<file path="config.mk">
export PLATFORM = sky130hd
export DESIGN_NAME = nec_ir_frame_decoder_core
export DESIGN_NICKNAME = d
export VERILOG_FILES = /design/src/hw/rtl/nirfd_pkg.sv /design/src/hw/rtl/nirfd_queue.sv /design/src/hw/rtl/nirfd_front.sv /design/src/hw/rtl/nirfd_back.sv /design/src/hw/rtl/nec_ir_frame_decoder_core.sv
export VERILOG_INCLUDE_DIRS = /design/src /design/src/hw/rtl
export SDC_FILE = /design/constraint.sdc
export NUM_CORES = 1
export LEC_CHECK = 0
export BUFFER_PORTS_ARGS = -buffer_cell sky130_fd_sc_hd__buf_2
export CORE_MARGIN = 2
export CORE_UTILIZATION = 30
export DETAILED_ROUTE_END_ITERATION = 10
export SLEW_MARGIN = 20
export SYNTH_ARGS = -nofsm -noshare
export SYNTH_HDL_FRONTEND = slang
export SYNTH_SLANG_ARGS = --single-unit
</file>
<file path="constraint.sdc">
create_clock -name clk_i -period 3.4 [get_ports clk_i]
set_input_delay 0.34 -clock clk_i [delete_from_list [all_inputs] [get_ports clk_i]]
set_output_delay 0.34 -clock clk_i [all_outputs]
set_load 0.01 [all_outputs]
</file>
<file path="src/hw/rtl/nec_ir_frame_decoder_core_defines.svh">
// ---------------------------------------------------------------------------
// NEC IR frame decoder assertion macros
// Shared concurrent assertion forms, clocked on clk_i and held off in reset.
// ---------------------------------------------------------------------------
`ifndef NEC_IR_FRAME_DECODER_CORE_DEFINES_SVH
`define NEC_IR_FRAME_DECODER_CORE_DEFINES_SVH

// Property that must hold at every edge out of reset.
`define NIRFD_ASSERT(lbl, prop, msg) \
  lbl: assert property (@(posedge clk_i) disable iff (!rst_ni) (prop)) else $error(msg);

// Antecedent in this cycle implies consequent in the next cycle.
`define NIRFD_ASSERT_NEXT(lbl, ante, cons, msg) \
  lbl: assert property (@(posedge clk_i) disable iff (!rst_ni) (ante) |=> (cons)) \
    else $error(msg);

`endif

</file>
<file path="src/hw/rtl/nirfd_pkg.sv">
// ---------------------------------------------------------------------------
// NEC IR frame decoder package
// Widths, register codes, frame constants and the symbol class entry.
// ---------------------------------------------------------------------------
package nirfd_pkg;

  localparam int DUR_W       = 15;
  localparam int CODE_W      = 32;
  localparam int COUNT_W     = 7;
  localparam int TOL_W       = 12;
  localparam int CFG_IDX_W   = 4;
  localparam int NUM_REGS    = 8;

  localparam int DEF_TOLERANCE     = 120;
  localparam int DEF_CAPTURE_DEPTH = 64;

  localparam int FRAME_SYMBOLS = 34;
  localparam int FOOTER_INDEX  = 33;
  localparam int MIN_SYMBOLS   = 11;

  localparam int QUEUE_DEPTH = 2;

  typedef enum logic [CFG_IDX_W-1:0] {
    REG_HDR_MARK  = 4'd0,
    REG_HDR_SPACE = 4'd1,
    REG_ONE_MARK  = 4'd2,
    REG_ONE_SPACE = 4'd3,
    REG_ZRO_MARK  = 4'd4,
    REG_ZRO_SPACE = 4'd5,
    REG_FTR_MARK  = 4'd6,
    REG_FTR_SPACE = 4'd7
  } cfg_reg_e;

  // Match flags of one symbol against every target pair, and its capture-end flag.
  typedef struct packed {
    logic hdr_ok;
    logic one_ok;
    logic zero_ok;
    logic ftr_ok;
    logic last;
  } sym_class_t;

  function automatic logic [DUR_W-1:0] cfg_reset_value(input int idx);
    logic [DUR_W-1:0] v;
    case (idx)
      REG_HDR_MARK:  v = DUR_W'(9000);
      REG_HDR_SPACE: v = DUR_W'(4500);
      REG_ONE_MARK:  v = DUR_W'(560);
      REG_ONE_SPACE: v = DUR_W'(1690);
      REG_ZRO_MARK:  v = DUR_W'(560);
      REG_ZRO_SPACE: v = DUR_W'(560);
      REG_FTR_MARK:  v = DUR_W'(560);
      default:       v = '0;
    endcase
    return v;
  endfunction

  // t - tol < d < t + tol, with no lower bound when t < tol.
  function automatic logic near_target(input logic [DUR_W-1:0] d,
                                       input logic [DUR_W-1:0] t,
                                       input logic [TOL_W-1:0] tol);
    logic [DUR_W+1:0] d_x;
    logic [DUR_W+1:0] t_x;
    logic [DUR_W+1:0] tol_x;
    d_x   = {2'b00, d};
    t_x   = {2'b00, t};
    tol_x = (DUR_W+2)'(tol);
    return (d_x < t_x + tol_x) && (d_x + tol_x > t_x);
  endfunction

endpackage

</file>
<file path="src/hw/rtl/nirfd_queue.sv">
// ---------------------------------------------------------------------------
// NEC IR frame decoder class queue
// Two-entry queue of classified symbols between front and back.
// ---------------------------------------------------------------------------
`include "nec_ir_frame_decoder_core_defines.svh"

module nirfd_queue
  import nirfd_pkg::*;
(
  input  logic       clk_i,
  input  logic       rst_ni,
  input  logic       push_i,
  input  sym_class_t push_data_i,
  output logic       full_o,
  input  logic       pop_i,
  output logic       nonempty_o,
  output sym_class_t pop_data_o
);

  localparam int PTR_W = $clog2(QUEUE_DEPTH);
  localparam int CNT_W = $clog2(QUEUE_DEPTH + 1);

  sym_class_t       mem_q [QUEUE_DEPTH];
  logic [PTR_W-1:0] wr_ptr_q, wr_ptr_d;
  logic [PTR_W-1:0] rd_ptr_q, rd_ptr_d;
  logic [CNT_W-1:0] cnt_q, cnt_d;

  assign full_o     = (cnt_q == CNT_W'(QUEUE_DEPTH));
  assign nonempty_o = (cnt_q != '0);
  assign pop_data_o = mem_q[rd_ptr_q];

  always_comb begin
    wr_ptr_d = wr_ptr_q;
    rd_ptr_d = rd_ptr_q;
    cnt_d    = cnt_q;
    if (push_i) begin
      wr_ptr_d = (wr_ptr_q == PTR_W'(QUEUE_DEPTH - 1)) ? '0 : wr_ptr_q + 1'b1;
    end
    if (pop_i) begin
      rd_ptr_d = (rd_ptr_q == PTR_W'(QUEUE_DEPTH - 1)) ? '0 : rd_ptr_q + 1'b1;
    end
    if (push_i && !pop_i) begin
      cnt_d = cnt_q + 1'b1;
    end else if (pop_i && !push_i) begin
      cnt_d = cnt_q - 1'b1;
    end
  end

  always_ff @(posedge clk_i or negedge rst_ni) begin
    if (!rst_ni) begin
      wr_ptr_q <= '0;
      rd_ptr_q <= '0;
      cnt_q    <= '0;
    end else begin
      wr_ptr_q <= wr_ptr_d;
      rd_ptr_q <= rd_ptr_d;
      cnt_q    <= cnt_d;
    end
  end

  always_ff @(posedge clk_i) begin
    if (push_i) begin
      mem_q[wr_ptr_q] <= push_data_i;
    end
  end

  `NIRFD_ASSERT(a_cnt_bound, cnt_q <= CNT_W'(QUEUE_DEPTH), "queue count over depth")
  `NIRFD_ASSERT_NEXT(a_cnt_grow, push_i && !pop_i, cnt_q == $past(cnt_q) + 1'b1,
                     "queue count did not grow on push")

endmodule

</file>
<file path="src/hw/rtl/nirfd_front.sv">
// ---------------------------------------------------------------------------
// NEC IR frame decoder front
// Holds the timing registers and classifies each accepted symbol.
// ---------------------------------------------------------------------------
module nirfd_front
  import nirfd_pkg::*;
#(
  parameter int TOLERANCE = DEF_TOLERANCE
) (
  input  logic                 clk_i,
  input  logic                 rst_ni,
  input  logic                 cfg_we_i,
  input  logic [CFG_IDX_W-1:0] cfg_idx_i,
  input  logic [DUR_W-1:0]     cfg_wdata_i,
  input  logic                 in_valid_i,
  output logic                 in_stall_o,
  input  logic                 first_level_i,
  input  logic [DUR_W-1:0]     first_duration_i,
  input  logic                 second_level_i,
  input  logic [DUR_W-1:0]     second_duration_i,
  input  logic                 capture_end_i,
  input  logic                 q_full_i,
  output logic                 q_push_o,
  output sym_class_t           q_data_o
);

  localparam logic [TOL_W-1:0] TOL = TOL_W'(TOLERANCE);
  localparam int REG_IDX_W = $clog2(NUM_REGS);

  logic [DUR_W-1:0] regs_q [NUM_REGS];
  logic             lv_ok;

  always_ff @(posedge clk_i or negedge rst_ni) begin
    if (!rst_ni) begin
      for (int i = 0; i < NUM_REGS; i++) begin
        regs_q[REG_IDX_W'(i)] <= cfg_reset_value(i);
      end
    end else if (cfg_we_i && (cfg_idx_i < CFG_IDX_W'(NUM_REGS))) begin
      regs_q[cfg_idx_i[REG_IDX_W-1:0]] <= cfg_wdata_i;
    end
  end

  assign in_stall_o = q_full_i;
  assign q_push_o   = in_valid_i && !q_full_i;
  assign lv_ok      = !first_level_i && second_level_i;

  always_comb begin
    q_data_o.hdr_ok  = lv_ok
                       && near_target(first_duration_i, regs_q[REG_IDX_W'(REG_HDR_MARK)], TOL)
                       && near_target(second_duration_i, regs_q[REG_IDX_W'(REG_HDR_SPACE)],
                                      TOL);
    q_data_o.one_ok  = lv_ok
                       && near_target(first_duration_i, regs_q[REG_IDX_W'(REG_ONE_MARK)], TOL)
                       && near_target(second_duration_i, regs_q[REG_IDX_W'(REG_ONE_SPACE)],
                                      TOL);
    q_data_o.zero_ok = lv_ok
                       && near_target(first_duration_i, regs_q[REG_IDX_W'(REG_ZRO_MARK)], TOL)
                       && near_target(second_duration_i, regs_q[REG_IDX_W'(REG_ZRO_SPACE)],
                                      TOL);
    q_data_o.ftr_ok  = lv_ok
                       && near_target(first_duration_i, regs_q[REG_IDX_W'(REG_FTR_MARK)], TOL)
                       && near_target(second_duration_i, regs_q[REG_IDX_W'(REG_FTR_SPACE)],
                                      TOL);
    q_data_o.last    = capture_end_i;
  end

endmodule

</file>
<file path="src/hw/rtl/nirfd_back.sv">
// ---------------------------------------------------------------------------
// NEC IR frame decoder back
// Walks the frame state per symbol and registers the result item.
// ---------------------------------------------------------------------------
`include "nec_ir_frame_decoder_core_defines.svh"

module nirfd_back
  import nirfd_pkg::*;
#(
  parameter int CAPTURE_DEPTH = DEF_CAPTURE_DEPTH
) (
  input  logic               clk_i,
  input  logic               rst_ni,
  input  logic               q_nonempty_i,
  input  sym_class_t         q_data_i,
  output logic               q_pop_o,
  output logic               out_valid_o,
  input  logic               out_stall_i,
  output logic               frame_valid_o,
  output logic [CODE_W-1:0]  decoded_code_o,
  output logic [COUNT_W-1:0] symbol_count_o
);

  localparam int IDX_W = $clog2(CAPTURE_DEPTH + 1);

  logic [IDX_W-1:0]   idx_q, idx_d, cnt_next;
  logic [CODE_W-1:0]  code_q, code_d, code_next;
  logic               bad_q, bad_d, bad_next;
  logic               sym_bad, is_data, emit, good;
  logic               out_valid_q;
  logic               frame_valid_q;
  logic [CODE_W-1:0]  code_out_q;
  logic [COUNT_W-1:0] count_q;

  assign q_pop_o = q_nonempty_i && (!out_valid_q || !out_stall_i);

  always_comb begin
    cnt_next = (idx_q < IDX_W'(CAPTURE_DEPTH)) ? idx_q + 1'b1 : idx_q;
    sym_bad  = 1'b0;
    is_data  = 1'b0;
    if (idx_q == '0) begin
      sym_bad = !q_data_i.hdr_ok;
    end else if (idx_q < IDX_W'(FOOTER_INDEX)) begin
      is_data = 1'b1;
      sym_bad = !q_data_i.one_ok && !q_data_i.zero_ok;
    end else if (idx_q == IDX_W'(FOOTER_INDEX)) begin
      sym_bad = !q_data_i.ftr_ok;
    end
    // data bits arrive MSB first: shift in a one when the one pattern matched
    code_next = is_data ? {code_q[CODE_W-2:0], q_data_i.one_ok} : code_q;
    bad_next  = bad_q || sym_bad;
    good      = !bad_next && (cnt_next >= IDX_W'(FRAME_SYMBOLS));
    emit      = q_pop_o && q_data_i.last && (cnt_next > IDX_W'(MIN_SYMBOLS));

    idx_d  = idx_q;
    code_d = code_q;
    bad_d  = bad_q;
    if (q_pop_o) begin
      if (q_data_i.last) begin
        idx_d  = '0;
        code_d = '0;
        bad_d  = 1'b0;
      end else begin
        idx_d  = cnt_next;
        code_d = code_next;
        bad_d  = bad_next;
      end
    end
  end

  always_ff @(posedge clk_i or negedge rst_ni) begin
    if (!rst_ni) begin
      idx_q       <= '0;
      code_q      <= '0;
      bad_q       <= 1'b0;
      out_valid_q <= 1'b0;
    end else begin
      idx_q  <= idx_d;
      code_q <= code_d;
      bad_q  <= bad_d;
      if (emit) begin
        out_valid_q <= 1'b1;
      end else if (!out_stall_i) begin
        out_valid_q <= 1'b0;
      end
    end
  end

  always_ff @(posedge clk_i) begin
    if (emit) begin
      frame_valid_q <= good;
      code_out_q    <= good ? code_next : '0;
      count_q       <= COUNT_W'(cnt_next);
    end
  end

  assign out_valid_o    = out_valid_q;
  assign frame_valid_o  = frame_valid_q;
  assign decoded_code_o = code_out_q;
  assign symbol_count_o = count_q;

  `NIRFD_ASSERT(a_idx_bound, idx_q <= IDX_W'(CAPTURE_DEPTH), "symbol index past capture depth")
  `NIRFD_ASSERT_NEXT(a_last_clears, q_pop_o && q_data_i.last, idx_q == '0 && !bad_q,
                     "frame state not cleared after capture end")
  `NIRFD_ASSERT(a_bad_zero_code, !(out_valid_q && !frame_valid_q) || code_out_q == '0,
                "invalid frame carries nonzero code")

endmodule

</file>
<file path="src/hw/rtl/nec_ir_frame_decoder_core.sv">
// Result: the symbol that ends the capture passes through the queue to the back part,
// which registers out_valid_o once earlier symbols are out and the output is not stalled.
// Throughput: one symbol per cycle unless a stalled result item backs up the queue.
// Reset: asynchronous, active low; timing registers return to their defaults, the frame
// state, queue pointers and output valid clear at once, with no clearing pass.
// ---------------------------------------------------------------------------
// NEC IR frame decoder core
// Front classifies symbols against the timing targets, a two-entry queue
// decouples it from the back, which decodes the frame and emits results.
// ---------------------------------------------------------------------------
module nec_ir_frame_decoder_core
  import nirfd_pkg::*;
#(
  parameter int TOLERANCE     = DEF_TOLERANCE,
  parameter int CAPTURE_DEPTH = DEF_CAPTURE_DEPTH
) (
  input  logic                 clk_i,
  input  logic                 rst_ni,
  input  logic                 cfg_we_i,
  input  logic [CFG_IDX_W-1:0] cfg_idx_i,
  input  logic [DUR_W-1:0]     cfg_wdata_i,
  input  logic                 in_valid_i,
  output logic                 in_stall_o,
  input  logic                 first_level_i,
  input  logic [DUR_W-1:0]     first_duration_i,
  input  logic                 second_level_i,
  input  logic [DUR_W-1:0]     second_duration_i,
  input  logic                 capture_end_i,
  output logic                 out_valid_o,
  input  logic                 out_stall_i,
  output logic                 frame_valid_o,
  output logic [CODE_W-1:0]    decoded_code_o,
  output logic [COUNT_W-1:0]   symbol_count_o
);

  logic       q_full, q_push, q_pop, q_nonempty;
  sym_class_t q_wdata, q_rdata;

  nirfd_front #(
    .TOLERANCE (TOLERANCE)
  ) u_front (
    .clk_i             (clk_i),
    .rst_ni            (rst_ni),
    .cfg_we_i          (cfg_we_i),
    .cfg_idx_i         (cfg_idx_i),
    .cfg_wdata_i       (cfg_wdata_i),
    .in_valid_i        (in_valid_i),
    .in_stall_o        (in_stall_o),
    .first_level_i     (first_level_i),
    .first_duration_i  (first_duration_i),
    .second_level_i    (second_level_i),
    .second_duration_i (second_duration_i),
    .capture_end_i     (capture_end_i),
    .q_full_i          (q_full),
    .q_push_o          (q_push),
    .q_data_o          (q_wdata)
  );

  nirfd_queue u_queue (
    .clk_i       (clk_i),
    .rst_ni      (rst_ni),
    .push_i      (q_push),
    .push_data_i (q_wdata),
    .full_o      (q_full),
    .pop_i       (q_pop),
    .nonempty_o  (q_nonempty),
    .pop_data_o  (q_rdata)
  );

  nirfd_back #(
    .CAPTURE_DEPTH (CAPTURE_DEPTH)
  ) u_back (
    .clk_i          (clk_i),
    .rst_ni         (rst_ni),
    .q_nonempty_i   (q_nonempty),
    .q_data_i       (q_rdata),
    .q_pop_o        (q_pop),
    .out_valid_o    (out_valid_o),
    .out_stall_i    (out_stall_i),
    .frame_valid_o  (frame_valid_o),
    .decoded_code_o (decoded_code_o),
    .symbol_count_o (symbol_count_o)
  );

endmodule

</file>
# Yosys cells after proc, flatten, opt, wreduce, memory -nomap -nowiden
# Memory sizes are Yosys's and may differ from the RTL's.
# Cells that the tools add are included.
dict set report word_totals {
  reg_bits 205
  ramBits 10
  in_bits 57
  wordCells 126
  mem_count 1
}
dict set report classes {
  n_addsub 15
  n_lt_le_gt_ge 23
  eq_ne 3
  n_mux 21
  n_bitwise 1
  n_reduce_logical 44
}
# name depth width rd rd_ports_with_merged_regs write_ports line
set memory_table {}
lappend memory_table {u_queue.mem_q 2 5 1 0 1 nirfd_queue.sv:23} ;# sym_class_t mem_q [QUEUE_DEPTH];
# cell n
set op_table {}
lappend op_table {{adder 15 x 7 -> 16 bit (second input constant)} 10}
lappend op_table {{greater-than comparator 17 x 15 -> 1 bit} 8}
lappend op_table {{less-than comparator 15 x 17 -> 1 bit} 8}
lappend op_table {{bitwise mux 120 bit} 1}
lappend op_table {{two-way mux 32 bit} 2}
lappend op_table {{demux 15 bit (select 3 bit)} 1}
lappend op_table {{logical AND 1 bit} 27}
lappend op_table {{two-way mux 15 bit} 1}
lappend op_table {{two-way mux 7 bit} 2}
lappend op_table {{two-way mux 1 bit} 12}
lappend op_table {{zero test 1 bit} 11}
lappend op_table {{adder 7 x 1 -> 7 bit (second input constant)} 1}
lappend op_table {{== test 7 x 6 -> 1 bit (second input constant)} 1}
lappend op_table {{greater-or-equal comparator 7 x 6 -> 1 bit (second input constant)} 1}
lappend op_table {{greater-than comparator 7 x 4 -> 1 bit (second input constant)} 1}
lappend op_table {{zero test 7 bit} 1}
lappend op_table {{less-than comparator 7 x 6 -> 1 bit (second input constant)} 1}
lappend op_table {{less-than comparator 7 bit (second input constant)} 1}
lappend op_table {{greater-or-equal comparator 4 bit (second input constant)} 1}
lappend op_table {{less-than comparator 4 x 1 -> 1 bit (second input constant)} 1}
lappend op_table {{less-than comparator 4 bit (second input constant)} 1}
lappend op_table {{two-way mux 2 bit} 2}
lappend op_table {{inverter 3 -> 4 bit} 1}
lappend op_table {{nonzero test 2 bit} 2}
lappend op_table {{other kinds (7)} 9}

# Longest topological paths before layout
# Gate-level depths: netlist of run 1.
# An unclocked memory read counts as a cell.
dict set report logic_depth {
  ltp_word 8
  depth_mapped 14
  mapped_depth_nobuf 14
}

# Modules after synthesis
# Synthesis of run 1 repeated with hierarchy kept, for this count alone.
dict set report unflattened {
  hier_cells 1478
  hier_area_um2 15160.8
}
# mod instances cells_per_inst area_per_inst_um2 seq_area_each_um2
set modules_own_cells {}
lappend modules_own_cells {nirfd_front 1 1145 11044.3 3326.9}
lappend modules_own_cells {nirfd_back 1 301 3563.4 2227.1}
lappend modules_own_cells {nirfd_queue 1 32 553.0 400.4}

# Worst setup path after synthesis of run 1
# OpenSTA, ideal clock, no wires.
dict set report synth_timing {
  path_type {flip-flop to flip-flop}
  from {register u_back.idx_q[0]}
  to {register u_back.code_out_q[0], in the netlist u_back.decoded_code_o[0] (enable)}
  arrival_ns 3.258
  required_ns 2.938
  setup_slack_ns -0.320
  path_stages_with_launch 5
  n_path_buf 0
  synth_period_minus_slack_ns 3.720
  cell_sequence {dfrtp_1 -> ha_1 -> nand4b_1 -> xor2_1 -> a41oi_1}
}
dict set report synth_via {
  elab_chain_cells 4
}
# item line
set synth_lines {}
lappend synth_lines {{start: declaration} nirfd_back.sv:26} ;# logic [IDX_W-1:0] idx_q, idx_d, cnt_next;
lappend synth_lines {{start signal: assignment} nirfd_back.sv:78} ;# idx_q <= idx_d;
lappend synth_lines {{adder 7 x 1 -> 7 bit or less-than comparator 7 bit (tied branches)} nirfd_back.sv:38} ;# cnt_next = (idx_q < IDX_W'(CAPTURE_DEPTH)) ? idx_q + 1'b1 : idx_q;
lappend synth_lines {{two-way mux 7 bit (*)} nirfd_back.sv:38}
lappend synth_lines {{greater-than comparator 7 x 4 -> 1 bit (*)} nirfd_back.sv:53} ;# emit = q_pop_o && q_data_i.last && (cnt_next > IDX_W'(MIN_SYMBOLS));
lappend synth_lines {{logical AND 1 bit (*)} nirfd_back.sv:53}
lappend synth_lines {{net u_back.emit} nirfd_back.sv:29} ;# logic sym_bad, is_data, emit, good;
lappend synth_lines {{end signal: assignment} nirfd_back.sv:92} ;# code_out_q <= good ? code_next : '0;
lappend synth_lines {{end: declaration} nirfd_back.sv:32} ;# logic [CODE_W-1:0] code_out_q;
# The timed path passes the listed nets; every way through them passes the cells marked *.
# A chain may end at the register's enable or synchronous reset.

==> key figures, run 1 <==
Layout
  – Fin cells: 2,323
  – P&R area growth vs syn: 18.6%
  – Ant. Diodes: 0
  – Share of cells above drive strength 1: 0.168
  – Most common cell after layout, fill and taps aside: ha_1
  – Most frequent cells in the layout: ha_1, inv_1, edfxtp_1
  – Final nets: 1,924
  – Design area: 0.0178 mm2

Setup path
  – Max FO, Critical Path: 5
  – Worst setup SP type: register
  – Worst setup EP type: register
  – Worst EP required: 3.77 ns
  – Arr. time, crit path: 3.63 ns
  – Worst Setup Path Type: register to register

GRT
  – Gr usage total: 0.163
  – Grt total ovfl: 0
  – Vias in the first global route: 11.5k
  – Global-route wire length before repair: 65.5 mm
  – Largest net degree at the start of global routing: 63
  – Initial antenna violation count: 0

Die
  – Starting Density: 0.305
  – Core area: 0.0492 mm2
  – Top-Level Pins: 99
  – Die H: 228 um
  – Full die area: 0.0518 mm2
  – Die X: 228 um
  – Num rows: 81

Route
  – Final ANT Viol Nets: 0
  – Vias per cell: 4.97
  – Top layer in use: met4
  – # DRC: 0
  – WL/cell: 17.9 um
  – Metal-1 WL: 19.8 mm
  – Final wirelength: 41.5 mm
  – DR iter-0 viols: 665
  – Drt pass-1 iters: 5
  – Met2 WL: 19.1 mm
  – Vias: 11.5k
  – Met3 WL: 1.55 mm

STA
  – Worst setup slack after layout: 0.140 ns
  – Slew @ Worst Pin: 1.03 ns
  – Final Cycle Share: 0.959
  – Post-layout min period: 3.26 ns
  – Fmax achieved: 307 MHz
  – Relative max-transition margin: 0.312
  – RSZ-0062 raised after global routing: false
  – TNS Setup: 0 ns
  – Clock skew: 0.0151 ns
  – Final-report setup violation count: 0
  – Slew Limit Fails: 0
  – Fin. Hold Viols: 0

CTS
  – Reg clk slew, reported paths: 0.06 ns
  – Clk_lat worst skew: 0.56 ns
  – CTS tree: built
  – Post CTS Setup Buffer Count: 0
  – Longest Clk Path Bufs: 3
  – Num CTS Buffers: 28
  – Sink Count: 215
  – Root buf cell: clkbuf_16
  – H-tree depth: 1

Yosys
  – Syn nets: 1,748
  – Mapped Area: 0.0150 mm2
  – Post-synth EDFFs: 110
  – YS warnings: 0
  – Register area share after synthesis: 0.397
  – Cells after Synth: 1,461
  – Synth cell types: 64
  – #FFs+latches synth: 215
  – Top FF cell, synth: edfxtp_1
  – Synthesized area per cell: 10.3 um2
  – Async S/R FF share, synth: 0.488

Status
  – Status: completed

Placed design
  – Placed cell count: 2,269
  – Worst slack at placement: -0.295 ns
  – I/O Buffers: 98
  – GP Congestion: 0.917
  – Placed cell areas: 0.0168 mm2
  – Estimated wirelength of the detail-placed design: 32.5 mm

Power
  – Cell area power density: 520 mW/mm2
  – Static Leak: 7.99 nW
  – Maximum vdd drop: 0.367 mV

Min path
  – Hold Path Class: primary input to async pin

Flow run
  – Max_cap viols: 0
[repair_timing]
item / in CTS / in global routing
endpoints found under the hold margin: 3 / 0
endpoints found under the setup margin: 2 / 4
gates cloned: 0 / 0
gates resized for setup: 1 / 7
hold buffers: 2 / 0
[critical path, stage by stage, from the launching register on]
cell	delay, ns
dfstp_2	0.56
inv_1	0.07
ha_1	0.25
nand3_2	0.15
nand3_1	0.11
xnor2_1	0.19
ha_1	0.28
nand3_1	0.13
nor2_1	0.07
a211o_1	0.26
a21oi_1	0.14
nor2_1	0.09
or4_1	0.58
nor4_4	0.19
[area by class of cell]
class | instances | area (um2)
Multi-Input combinational cell | 1079 | 8470
Tap cell | 664 | 831
Sequential cell | 215 | 5950
Inverter | 137 | 514
Clock inverter | 11 | 119
Clock buffer | 41 | 801
Fill cell | 4929 | 31400
Timing Repair Buffer | 176 | 1080
[worst paths after layout]
check	from	slack, ns	endpoint	cells past startpoint
worst max-delay path	u_front.regs_q[108]	0.14	u_queue.mem_q[0][4]	13
worst min-delay path	rst_ni	0.04	u_front.regs_q[62]	2
worst max register to register	u_front.regs_q[108]	0.14	u_queue.mem_q[0][4]	13
worst min register to register	u_front.regs_q[106]	0.49	u_front.regs_q[106]	1
max in group asynchronous	rst_ni	2.63	u_back.code_q[19]	2
min in group clk_i	cfg_wdata_i[1]	0.10	u_front.regs_q[61]	3
[cell families (layout without fill, tap and decap cells)]
kind of cell               count (synthesis)  count (layout)  share of synthesized area
DFF                                      215             215                      0.397
buffers and inverters                    167             365                     0.0427
adders and majority gates                230             230                      0.192
xor gates and xnor gates                 108             108                     0.0631
muxes                                     81              81                     0.0581
and+or+nand+nor                          397             397                      0.132
AOI/OAI and AO/OA                        263             263                      0.115
[power breakdown]
group / internal (mW) / switching [mW] / leakage, nW / total (mW)
combinational: 1.26 / 1.72 / 5.16 / 2.98
sequential: 3.05 / 0.249 / 2.37 / 3.30
clock: 1.79 / 1.18 / 0.453 / 2.96
[registers in the layout, indices dropped and copies added (netlist names)]
| signal | count |
|---|---|
| u_queue.wr_ptr_q | 1 |
| u_back.out_valid_o | 1 |
| u_queue.mem_q | 10 |
| u_back.bad_q | 1 |
| u_queue.cnt_q | 2 |
| u_front.regs_q | 120 |
| u_back.decoded_code_o | 32 |
| u_back.idx_q | 7 |
| u_back.symbol_count_o | 7 |
| u_back.code_q | 32 |
| u_back.frame_valid_o | 1 |
| u_queue.rd_ptr_q | 1 |
[synthesized netlist by cell type, types with 3 or more instances]
cell	instances	area share
ha_1	230	0.19
inv_1	128	0.032
edfxtp_1	110	0.22
nand2_1	102	0.026
xnor2_1	95	0.056
nor2_1	89	0.022
dfrtp_1	86	0.14
a21oi_1	69	0.023
nand3_1	58	0.019
o21ai_0	50	0.017
nand4_1	40	0.017
a21o_1	37	0.019
mux2i_1	33	0.022
a22o_1	31	0.018
mux2_1	30	0.023
nor3_1	27	0.0090
clkbuf_1	19	0.0048
dfstp_2	19	0.033
mux2_2	18	0.014
a211oi_1	16	0.0080
and3_1	13	0.0054
nand2b_1	13	0.0054
nor2b_1	13	0.0054
xor2_1	13	0.0076
a31oi_1	10	0.0042
buf_2	10	0.0033
a2111oi_0	8	0.0047
o211ai_1	8	0.0040
inv_2	7	0.0018
o21ai_1	7	0.0023
nor4_1	6	0.0025
and4_1	5	0.0029
or3_1	5	0.0021
or4_1	5	0.0025
a221oi_1	4	0.0023
o2111ai_1	4	0.0023
o31ai_1	4	0.0020
nand4b_1	3	0.0018
nor3b_1	3	0.0015
o21a_1	3	0.0015
[metal layers]
| metal | vias to the layer above | track usage |
|---|---|---|
| met4 | 0 | 0.0430 |
| li1 | 5677 | - |
| met3 | 64 | 0.0203 |
| met5 | - | 0 |
| met1 | 5543 | 0.223 |
| met2 | 260 | 0.271 |
[stage by stage]
stage / utilization / total power [mW] / hold WS, ns
after floorplan: - / 5.39 / 0.0444
after global placement: 0.342 / 6.21 / 0.476
after detailed placement: 0.342 / 6.30 / 0.483
after CTS: 0.361 / 9.32 / 0.0419
after global routing: 0.362 / 9.85 / 0.0900
final: 0.362 / 9.24 / 0.0410
No activity file was read; power rests on OpenSTA's default activity.
==> run 2: changes to the inputs <==
BUFFER_PORTS_ARGS = -buffer_cell sky130_fd_sc_hd__buf_4   (was -buffer_cell sky130_fd_sc_hd__buf_2)
==> key figures, run 2 (synthesis gave the netlist of run 1 again) <==
CTS
  – Post CTS Setup Buffer Count: 0 (unchanged)
  – Clk_lat worst skew: 0.55 ns (was 0.56 ns)
  – Sink Count: 215 (unchanged)
  – CTS tree: built (unchanged)
  – Root buf cell: clkbuf_16 (unchanged)
  – Num CTS Buffers: 26 (was 28)
  – H-tree depth: 1 (unchanged)
  – Longest Clk Path Bufs: 3 (unchanged)
  – Reg clk slew, reported paths: 0.06 ns (about the same)

Power
  – Maximum vdd drop: 0.444 mV (was 0.367 mV)
  – Final Power: 9.32 mW (was 9.24 mW)
  – Static Leak: 8.03 nW (was 7.99 nW)
  – Cell area power density: 518 mW/mm2 (was 520 mW/mm2)

Layout
  – Register area: 0.00595 mm2 (unchanged)
  – Layout fillers: 4,921 (was 4,929)
  – Most common cell after layout, fill and taps aside: ha_1 (unchanged)
  – Fin cells: 2,314 (was 2,323)
  – Most frequent cells in the layout: ha_1, buf_4, inv_1 (was ha_1, inv_1, edfxtp_1)
  – Largest Register: u_front.regs_q (unchanged)
  – Share of cells above drive strength 1: 0.166 (was 0.168)
  – Ant. Diodes: 0 (unchanged)
  – Final nets: 1,917 (was 1,924)
  – Multi-input gate area: 0.00847 mm2 (about the same)
  – Max reg flops: 120 (unchanged)
  – P&R area growth vs syn: 20.1% (was 18.6%)

Route
  – WL/cell: 17.9 um (about the same)
  – Vias per cell: 4.98 (was 4.97)
  – Vias: 11.5k (about the same)
  – Final ANT Viol Nets: 0 (unchanged)
  – Final wirelength: 41.3 mm (was 41.5 mm)
  – Drt pass-1 iters: 5 (unchanged)
  – DR iter-0 viols: 756 (was 665)
  – # DRC: 0 (unchanged)

Min path
  – Hold Path Class: primary input to register (was primary input to async pin)
  – Hold EP: u_back.out_valid_o
  – Worst Hold Depth: 2
  – Worst hold path startpoint: out_stall_i

GRT
  – Initial antenna violation count: 0 (unchanged)
  – Global-route wire length before repair: 65.1 mm (was 65.5 mm)
  – Grt total ovfl: 0 (unchanged)
  – Gr usage total: 0.162 (was 0.163)
  – Largest net degree at the start of global routing: 98 (was 63)
  – Vias in the first global route: 11.5k (about the same)

STA
  – Post-layout min period: 3.21 ns (was 3.26 ns)
  – Slew @ Worst Pin: 0.892 ns (was 1.03 ns)
  – RSZ-0062 raised after global routing: false (unchanged)
  – Fmax achieved: 311 MHz (was 307 MHz)
  – Final Cycle Share: 0.945 (was 0.959)
  – Fin. Hold Viols: 0 (unchanged)
  – Relative max-transition margin: 0.405 (was 0.312)
  – Worst hold slack: 0.0319 ns (was 0.0410 ns)
  – Clock skew: 0.0142 ns (was 0.0151 ns)
  – Final-report setup violation count: 0 (unchanged)
  – Slew Limit Fails: 0 (unchanged)

Setup path
  – Worst setup EP type: register (unchanged)
  – R2r endpoint: u_queue.mem_q[0][3] (was u_queue.mem_q[0][4])
  – Worst EP required: 3.75 ns (was 3.77 ns)
  – Arr. time, crit path: 3.56 ns (was 3.63 ns)
  – Worst Setup Path Type: register to register (unchanged)
  – Max FO, Critical Path: 3 (was 5)
  – Reg2Reg Depth: 14 (was 13)
  – R2R setup slack: 0.19 ns (was 0.14 ns)
  – Launch point of the worst reg-to-reg path: u_front.regs_q[63] (was u_front.regs_q[108])
  – Worst setup SP type: register (unchanged)

Die
  – Die H: 228 um (unchanged)
  – Num rows: 81 (unchanged)
  – Die X: 228 um (unchanged)
  – Top-Level Pins: 99 (unchanged)
  – Full die area: 0.0518 mm2 (unchanged)
  – Core area: 0.0492 mm2 (unchanged)
  – Starting Density: 0.305 (unchanged)

Status
  – Status: completed (unchanged)

Placed design
  – Estimated wirelength of the detail-placed design: 32.0 mm (was 32.5 mm)
  – Placed cell count: 2,264 (was 2,269)
  – I/O Buffers: 98 (unchanged)
  – GP Congestion: 0.891 (was 0.917)

Flow run
  – Max_cap viols: 0 (unchanged)
==> run 2: cell types whose count changed in the layout (fill, tap and decap cells not counted), moves of 2 or more <==
cell and change:
buf_2 -97, buf_4 +91, clkbuf_1 -3, inv_6 -3, clkinv_2 -2, inv_4 +2
==> run 2: through the flow <==
stage	cell area [um2]	TNS, ns	setup WS, ns	utilization
2_1_floorplan	15000	0	0.254	-
3_3_place_gp	17000	-0.929	-0.189	0.346
3_5_place_dp	17000	-1.53	-0.285	0.346
4_1_cts	18000	0	0.0125	0.366
5_1_grt	18000	0	0.0427	0.366
6_report	18000	0	0.186	0.366
==> run 2: how the worst max path moves through the flow <==
stage | to | startpoint
5_1_grt | u_queue.mem_q[0][3] | u_front.regs_q[64]
3_3_place_gp | u_queue.mem_q[0][3] | first_duration_i[4]
6_report | u_queue.mem_q[0][3] | u_front.regs_q[63]
4_1_cts | u_queue.mem_q[1][4] | u_front.regs_q[108]
2_1_floorplan | u_queue.mem_q[0][3] | first_duration_i[4]
3_5_place_dp | u_queue.mem_q[1][3] | first_duration_i[4]
==> run 2: power breakdown <==
part / total (mW) / switching (mW) / internal, mW
logic: 3.01 / 1.73 / 1.29
registers: 3.30 / 0.245 / 3.05
clock network: 3.01 / 1.15 / 1.86
==> run 2: worst max-delay path, cell delays in order (launching register included) <==
cell and delay [ns]:
dfstp_2 0.54, inv_1 0.06, ha_1 0.22, and3_1 0.23, nor2_2 0.14, nand2_1 0.08, xnor2_1 0.13, ha_1 0.19
a21o_1 0.15, a21oi_1 0.13, nor2b_1 0.06, o211ai_1 0.15, a21boi_1 0.18, or4_1 0.45, nor4b_2 0.30
==> run 2: final cells by class <==
class                      instances  area share
clock inverter                    10     0.00737
clock buffer                      38      0.0445
tap                              664      0.0461
inverter                         137      0.0286
sequential                       215       0.331
timing repair buffer             171      0.0723
multi-input combinational       1079       0.470
==> run 2: repair_timing <==
action / CTS / global route
resized for setup: 1 / 6
hold buffers: 2 / 0
setup endpoints to repair: 2 / 6
hold endpoints to repair: 10 / 0
==> run 2: per-layer routing <==
metal / vias up / share of wire / global-route usage
met3: 49 / 0.035 / 0.0192
met2: 224 / 0.47 / 0.274
met4: 0 / 0.024 / 0.0371
li1: 5669 / - / -
met1: 5573 / 0.47 / 0.222
met5: - / 0 / 0
==> run 3: changes to the inputs <==
CORE_UTILIZATION = 56   (was 30)
PLACE_DENSITY = 0.78   (was unset)
==> key figures, run 3 (synthesis gave the netlist of run 1 again) <==
Layout
  – Design area: 0.0175 mm2 (was 0.0180 mm2)
  – Largest Register: u_front.regs_q (unchanged)
  – Fin cells: 1,978 (was 2,314)
  – P&R area growth vs syn: 16.6% (was 20.1%)
  – Most common cell after layout, fill and taps aside: ha_1 (unchanged)
  – Final nets: 1,911 (was 1,917)
  – Ant. Diodes: 0 (unchanged)
  – Max reg flops: 120 (unchanged)
  – Share of cells above drive strength 1: 0.161 (was 0.166)
  – Most frequent cells in the layout: ha_1, buf_4, inv_1 (unchanged)

Die
  – Full die area: 0.0281 mm2 (was 0.0518 mm2)
  – Core area: 0.0262 mm2 (was 0.0492 mm2)
  – Starting Density: 0.572 (was 0.305)
  – Top-Level Pins: 99 (unchanged)
  – Die X: 168 um (was 228 um)
  – Die H: 168 um (was 228 um)
  – Num rows: 59 (was 81)

GRT
  – Largest net degree at the start of global routing: 58 (was 98)
  – Global-route wire length before repair: 60.6 mm (was 65.1 mm)
  – Grt total ovfl: 0 (unchanged)
  – Initial antenna violation count: 0 (unchanged)
  – Vias in the first global route: 11.4k (was 11.5k)
  – Gr usage total: 0.272 (was 0.162)

CTS
  – Post CTS Setup Buffer Count: 0 (unchanged)
  – Sink Count: 215 (unchanged)
  – CTS tree: built (unchanged)
  – Longest Clk Path Bufs: 3 (unchanged)
  – H-tree depth: 1 (unchanged)
  – Clk_lat worst skew: 0.55 ns (about the same)
  – Reg clk slew, reported paths: 0.06 ns (about the same)
  – Root buf cell: clkbuf_16 (unchanged)
  – Num CTS Buffers: 25 (was 26)

Route
  – Metal-1 WL: 16.4 mm (was 19.4 mm)
  – Met2 WL: 17.5 mm (was 19.5 mm)
  – Final ANT Viol Nets: 0 (unchanged)
  – # DRC: 0 (unchanged)
  – Drt pass-1 iters: 6 (was 5)
  – Vias per cell: 5.90 (was 4.98)
  – WL/cell: 19.2 um (was 17.9 um)
  – Vias: 11.7k (was 11.5k)
  – Top layer in use: met4 (unchanged)
  – DR iter-0 viols: 850 (was 756)
  – Final wirelength: 37.9 mm (was 41.3 mm)
  – Met3 WL: 2.65 mm (was 1.46 mm)

Setup path
  – Worst Setup Path Type: register to register (unchanged)
  – Worst setup SP type: register (unchanged)
  – Max FO, Critical Path: 4 (was 3)
  – Worst setup EP type: register (unchanged)
  – Arr. time, crit path: 3.60 ns (was 3.56 ns)
  – Worst EP required: 3.72 ns (was 3.75 ns)

STA
  – Clock skew: 0.00892 ns (was 0.0142 ns)
  – Relative max-transition margin: 0.343 (was 0.405)
  – Fmax achieved: 305 MHz (was 311 MHz)
  – Final Cycle Share: 0.965 (was 0.945)
  – Worst hold slack: 0.0506 ns (was 0.0319 ns)
  – Slew Limit Fails: 0 (unchanged)
  – Fin. Hold Viols: 0 (unchanged)
  – Post-layout min period: 3.28 ns (was 3.21 ns)
  – Final-report setup violation count: 0 (unchanged)
  – TNS Setup: 0 ns (unchanged)
  – Slew @ Worst Pin: 0.986 ns (was 0.892 ns)

Flow run
  – Max_cap viols: 0 (unchanged)

Min path
  – Hold Path Class: primary input to register (unchanged)

Placed design
  – Placed cell areas: 0.0165 mm2 (was 0.0170 mm2)
  – Estimated wirelength of the detail-placed design: 29.2 mm (was 32.0 mm)
  – I/O Buffers: 98 (unchanged)
  – GP Congestion: 0.977 (was 0.891)
  – Placed cell count: 1,929 (was 2,264)

Power
  – Maximum vdd drop: 0.457 mV (was 0.444 mV)
  – Static Leak: 7.96 nW (was 8.03 nW)
  – Final Power: 9.10 mW (was 9.32 mW)
  – Cell area power density: 521 mW/mm2 (was 518 mW/mm2)

Status
  – Status: completed (unchanged)
-- run 3: critical path, cell delays in order (launching register included) --
cell     delay [ns]
dfstp_2        0.55
inv_1          0.06
ha_1           0.22
nand3_1        0.20
nand3_1        0.13
xnor2_1        0.15
ha_1           0.29
nand3_1        0.13
nor2_1         0.06
a211o_1        0.26
a21oi_1        0.14
nor2_1         0.06
or4_1          0.54
nor4_2         0.27
-- run 3: power by group --
part	internal, mW	switching (mW)	total, mW
clock network	1.68	1.12	2.81
logic	1.28	1.71	2.99
registers	3.05	0.249	3.30
-- run 3: path summary, 6_finish.rpt --
| path | cells past startpoint | slack, ns | end | startpoint |
|---|---|---|---|---|
| setup / recovery | 13 | 0.12 | u_queue.mem_q[1][4] | u_front.regs_q[108] |
| hold / removal | 1 | 0.05 | u_front.regs_q[45] | cfg_wdata_i[0] |
| setup reg to reg | 13 | 0.12 | u_queue.mem_q[1][4] | u_front.regs_q[108] |
| hold reg to reg | 2 | 0.49 | u_back.bad_q | u_back.bad_q |
| max in group asynchronous | 3 | 2.27 | u_back.code_q[18] | rst_ni |
| min in group asynchronous | 2 | 0.15 | u_front.regs_q[62] | rst_ni |
-- run 3: through the flow --
| stage | setup WS [ns] | utilization |
|---|---|---|
| floorplan | 0.254 | - |
| global placement | -0.0604 | 0.631 |
| detailed placement | -0.159 | 0.631 |
| CTS | 0.0962 | 0.666 |
| global route | -0.0132 | 0.667 |
| finish | 0.121 | 0.667 |
-- run 3: final cells by class --
cell class | instances | area [um2]
Fill cell | 1985 | 8730
Multi-Input combinational cell | 1079 | 8470
Sequential cell | 215 | 5950
Timing Repair Buffer | 166 | 1250
Clock buffer | 29 | 651
Inverter | 137 | 514
Tap cell | 335 | 419
Clock inverter | 17 | 206
-- run 3: repair_timing --
action                                  4_1_cts  5_1_grt
endpoints found under the hold margin         9        0
resized for setup                             3        5
endpoints found under the setup margin        4        2
cloned                                        0        0
hold buffers                                  3        0
-- run 3: layer usage --
layer	GRT usage	vias to the layer above
li1	-	5652
met1	0.370	5527
met2	0.449	402
met3	0.0392	80
met4	0.0885	0
met5	0	-
